File: src/design/acet_pkg.sv
// Shared types and constants for the box contact event tracker.
// No dependencies; imported by every module of the block.
`default_nettype none

package acet_pkg;

  localparam int LAYER_COUNT = 8;
  localparam int PAIR_SETS   = 64;
  localparam int PAIR_WAYS   = 4;

  localparam int ID_W     = 16;
  localparam int COORD_W  = 16;
  localparam int LP_W     = 6;
  localparam int LAYER_W  = 3;
  localparam int SET_BITS = $clog2(PAIR_SETS);
  localparam int WAY_BITS = $clog2(PAIR_WAYS);

  localparam logic [LAYER_W:0] LAYER_LIMIT = (LAYER_W + 1)'(LAYER_COUNT);

  localparam logic [1:0] EV_NONE  = 2'd0;
  localparam logic [1:0] EV_ENTER = 2'd1;
  localparam logic [1:0] EV_STAY  = 2'd2;
  localparam logic [1:0] EV_EXIT  = 2'd3;

  typedef logic [2*ID_W-1:0] key_t;
  typedef logic [SET_BITS-1:0] set_idx_t;

  typedef struct packed {
    key_t key;
    logic touching;
  } way_entry_t;

  typedef way_entry_t [PAIR_WAYS-1:0] set_word_t;

  // Everything the table needs about the pair that is being looked up.
  typedef struct packed {
    key_t     key;
    set_idx_t set;
    logic     overlap;
    logic     deleting;
    logic     skip;
  } lookup_t;

  typedef struct packed {
    logic [1:0] contact_event;
    logic       overflow;
  } table_res_t;

endpackage

`default_nettype wire

File: src/design/acet_overlap.sv
// Exact integer overlap test of two axis-aligned boxes: 2*|dx| < w1+w2 on both axes.
// Depends on acet_pkg for field widths.
`default_nettype none

module acet_overlap import acet_pkg::*; (
  input  wire logic signed [COORD_W-1:0] left_x,
  input  wire logic signed [COORD_W-1:0] left_y,
  input  wire logic        [COORD_W-1:0] left_w,
  input  wire logic        [COORD_W-1:0] left_h,
  input  wire logic signed [COORD_W-1:0] right_x,
  input  wire logic signed [COORD_W-1:0] right_y,
  input  wire logic        [COORD_W-1:0] right_w,
  input  wire logic        [COORD_W-1:0] right_h,
  output logic                           overlap
);

  logic signed [COORD_W:0] dx, dy;
  logic        [COORD_W:0] adx, ady;
  logic        [COORD_W:0] sum_w, sum_h;
  logic        [COORD_W+1:0] dbl_x, dbl_y;

  always_comb begin
    dx    = (COORD_W + 1)'(left_x) - (COORD_W + 1)'(right_x);
    dy    = (COORD_W + 1)'(left_y) - (COORD_W + 1)'(right_y);
    adx   = dx[COORD_W] ? (COORD_W + 1)'(-dx) : (COORD_W + 1)'(dx);
    ady   = dy[COORD_W] ? (COORD_W + 1)'(-dy) : (COORD_W + 1)'(dy);
    sum_w = {1'b0, left_w} + {1'b0, right_w};
    sum_h = {1'b0, left_h} + {1'b0, right_h};
    dbl_x = {adx, 1'b0};
    dbl_y = {ady, 1'b0};
    overlap = (dbl_x < {1'b0, sum_w}) && (dbl_y < {1'b0, sum_h});
  end

endmodule

`default_nettype wire

File: config.mk
export PLATFORM = sky130hd
export DESIGN_NAME = acet_overlap
export DESIGN_NICKNAME = d
export VERILOG_FILES = /design/src/design/acet_pkg.sv /design/src/design/acet_overlap.sv
export SDC_FILE = /design/constraint.sdc
export NUM_CORES = 1
export LEC_CHECK = 0
export BUFFER_PORTS_ARGS = -buffer_cell sky130_fd_sc_hd__buf_2
export CAP_MARGIN = 10
export CELL_PAD_IN_SITES_DETAIL_PLACEMENT = 1
export CELL_PAD_IN_SITES_GLOBAL_PLACEMENT = 2
export CORE_UTILIZATION = 33
export DETAILED_ROUTE_END_ITERATION = 8
export GPL_TIMING_DRIVEN = 1
export PLACE_DENSITY = 0.93
export SLEW_MARGIN = 20
export SYNTH_ARGS = -nofsm -noshare
export SYNTH_HDL_FRONTEND = slang
export SYNTH_SLANG_ARGS = --single-unit
File: constraint.sdc
create_clock -name vclk -period 12.1
set_input_delay 2.42 -clock vclk [all_inputs]
set_output_delay 2.42 -clock vclk [all_outputs]
set_load 0.01 [all_outputs]
==> metrics.yaml <==
first_iter_violations: 172
fin_setup_tns_ps: 0
synth.yosys.seq_area_share_pct: 0
start_util_pct: 34.5
global_route_wire_length_before_repair_um: 21500
cts.repair_timing.setup_buffer_count: 0
die_y_um: 118
vias: 4696
synth.yosys.warnings: 0
synthDominantAreaCellType: "ha_1"
cts_hold_buf: 0
die_area_mm2: 0.0139
layout.area.seq_um2: 0
num_io_pins: 129
worst-slew-pin-transition_ps: 815
grt_start_max_net_pins: 18
seq_cells: 0
rsz0062_at_grt: "no"
period_minus_slack_ps: 9310
post_cts.resized_instances: 0
core_mm2: 0.0128
detail_route.drc_violations: 0
synth_cell_type_count: 64
setup_viol_count_final: 0
synth.net_count: 828
fin_util_pct: 40.9
path_max_fanout: 8
grt-ovfl-total: 0
synthesis.area_mm2: 0.00442
grt_antenna_before_repair: 0
layout.nets: 954
route.final.wire_length_um: 12300
first_global_vias: 4815
period_share_pct: 76.9
synth.avg_cell_area_um2: 7.39
timing.max_cap.violations: 0
placement.io_buffers: 129
yosysMostFrequentCell: "ha_1"
combinationalPowerShare_pct: 100.0
hold_path_class: "input port to output port"
clkPwrFrac_pct: 0
max-slew-margin-rel_pct: 45.0
report.final.hold_viol_count: 0
synthTopCellsByArea: "ha_1, xnor2_1, xor2_1, a21oi_1, inv_1"
yosys-top-cells-count: "ha_1, inv_1, a21oi_1"
maxSlewViolCount: 0
power.switching_fraction_pct: 54.1
ant_nets: 0
row_count: 41
num_antenna_cells: 0
postSynthCellCount: 598
seq_power_share_pct: 0
drive_above_1_share_pct: 22.0
p_per_area_mw_per_mm2: 72.2
fmax_mhz: 107
crit_path_end_kind: "output port"
worstPathArrival_ps: 6890
syn_to_final_growth_pct: 18.7
n_clock_buffer: 0
outcome: "complete, no violations"
cell_internal_pwr_mw: 0.174
die_w_um: 118
synth.top_cell.area_share_pct: 27.7
cp-start-kind: "input port"
dp_hpwl_um: 11100
worst_ir_drop_vdd_uv: 24.8
global_route.usage.total_pct: 17.5
power_dissipated_by_switching_net_loads_mw: 0.205
worstSetupPathType: "input port to output port"
total_leakage_power_nw: 2.61
route.detailed.vias_per_inst: 5.25
routed_wire_length_per_instance_um: 13.8
first_pass_iters: 4
gp_congestion: 0.819
data_required_time_of_the_critical_path_ps: 9680
==> final timing paths <==
check | depth (start not counted) | end | from | slack [ps]
setup / recovery | 22 | overlap | left_y[0] | 2790
hold / removal | 6 | overlap | left_y[15] | 5790
==> worst max-delay path: stages <==
cell and delay [ps]:
buf_2 80, inv_1 30, ha_1 200, fa_1 410, nor2b_1 200, o31a_1 200, o211ai_1 170, a31oi_1 400
o21ai_0 190, a21oi_1 590, nor2_1 90, a21oi_1 160, ha_1 250, o21a_1 110, o21a_1 160, o211ai_1 160
a21oi_1 100, o2111ai_1 280, a31o_2 200, o211ai_1 90, nor3_1 210, buf_2 170
==> cells in the final DEF (no fill, tap or decap), types with 3 or more instances in the layout <==
cell       Yosys  layout
a211oi_1      10      10
ha_1          98      98
o211ai_1      10      10
or2_2          8       8
and2_1         6       6
a31oi_1       10      10
xor2_1        34      34
nor3_1        14      14
and3_1         9       9
buf_2          0     129
a211o_1        5       5
xnor2_1       41      41
a41oi_1        3       3
o21ai_0       35      35
o31ai_1        7       7
nor2_1        34      34
nor2b_1       15      15
nand2b_1       7       7
o22ai_1        4       3
a21oi_1       43      43
o31a_1         4       4
o21bai_1       8       8
o21ba_2        5       5
or3_1          3       3
nand2_1       33      33
o2111ai_1      6       6
a21o_1        13      13
inv_1         57      57
o21a_1         9       9
fa_1           4       4
nand3b_1       4       4
nand3_1       16      16
==> per-stage QoR <==
stage | hold slack (ps) | instance area, µm² | power [mW] | std cells | worst slack (ps)
2_1_floorplan | 5470 | 4420 | 0.285 | 598 | 3420
4_1_cts | 5790 | 5240 | 0.382 | 894 | 2810
6_report | 5790 | 5250 | 0.379 | 894 | 2790
5_1_grt | 5870 | 5250 | 0.435 | 894 | 2350
3_3_place_gp | 5720 | 5240 | 0.360 | 894 | 3070
3_5_place_dp | 5790 | 5240 | 0.380 | 894 | 2830
==> final cells by class <==
type	count	area, µm²
Tap cell	172	215
Timing Repair Buffer	129	646
Fill cell	1668	7580
Inverter	57	214
Multi-Input combinational cell	536	4170
==> kinds of logic (layout without fill, tap and decap cells) <==
family,count (synthesis),count (layout),synth area share [%]
XOR/XNOR,75,75,14.9
AO/OA/AOI/OAI,191,191,29.3
buffers and inverters,62,186,5.78
adder cells (fa/ha/maj),102,102,29.6
AND/OR/NAND/NOR,167,167,20.2
multiplexers,1,1,0.227
==> power by group through the flow <==
stage | Combinational, mW | Clock (mW) | Sequential (mW)
4_1_cts | 0.382 | 0 | 0
6_report | 0.379 | 0 | 0
5_1_grt | 0.435 | 0 | 0
3_5_place_dp | 0.380 | 0 | 0
3_3_place_gp | 0.360 | 0 | 0
2_1_floorplan | 0.285 | 0 | 0
==> layer usage <==
layer / global-route usage (%) / part of all wire (%)
met5: 0 / 0
met4: 1.44 / 0.74
met3: 0.581 / 2.5
met2: 30.6 / 46
met1: 24.7 / 51
Power figures use the tool's default switching activity.
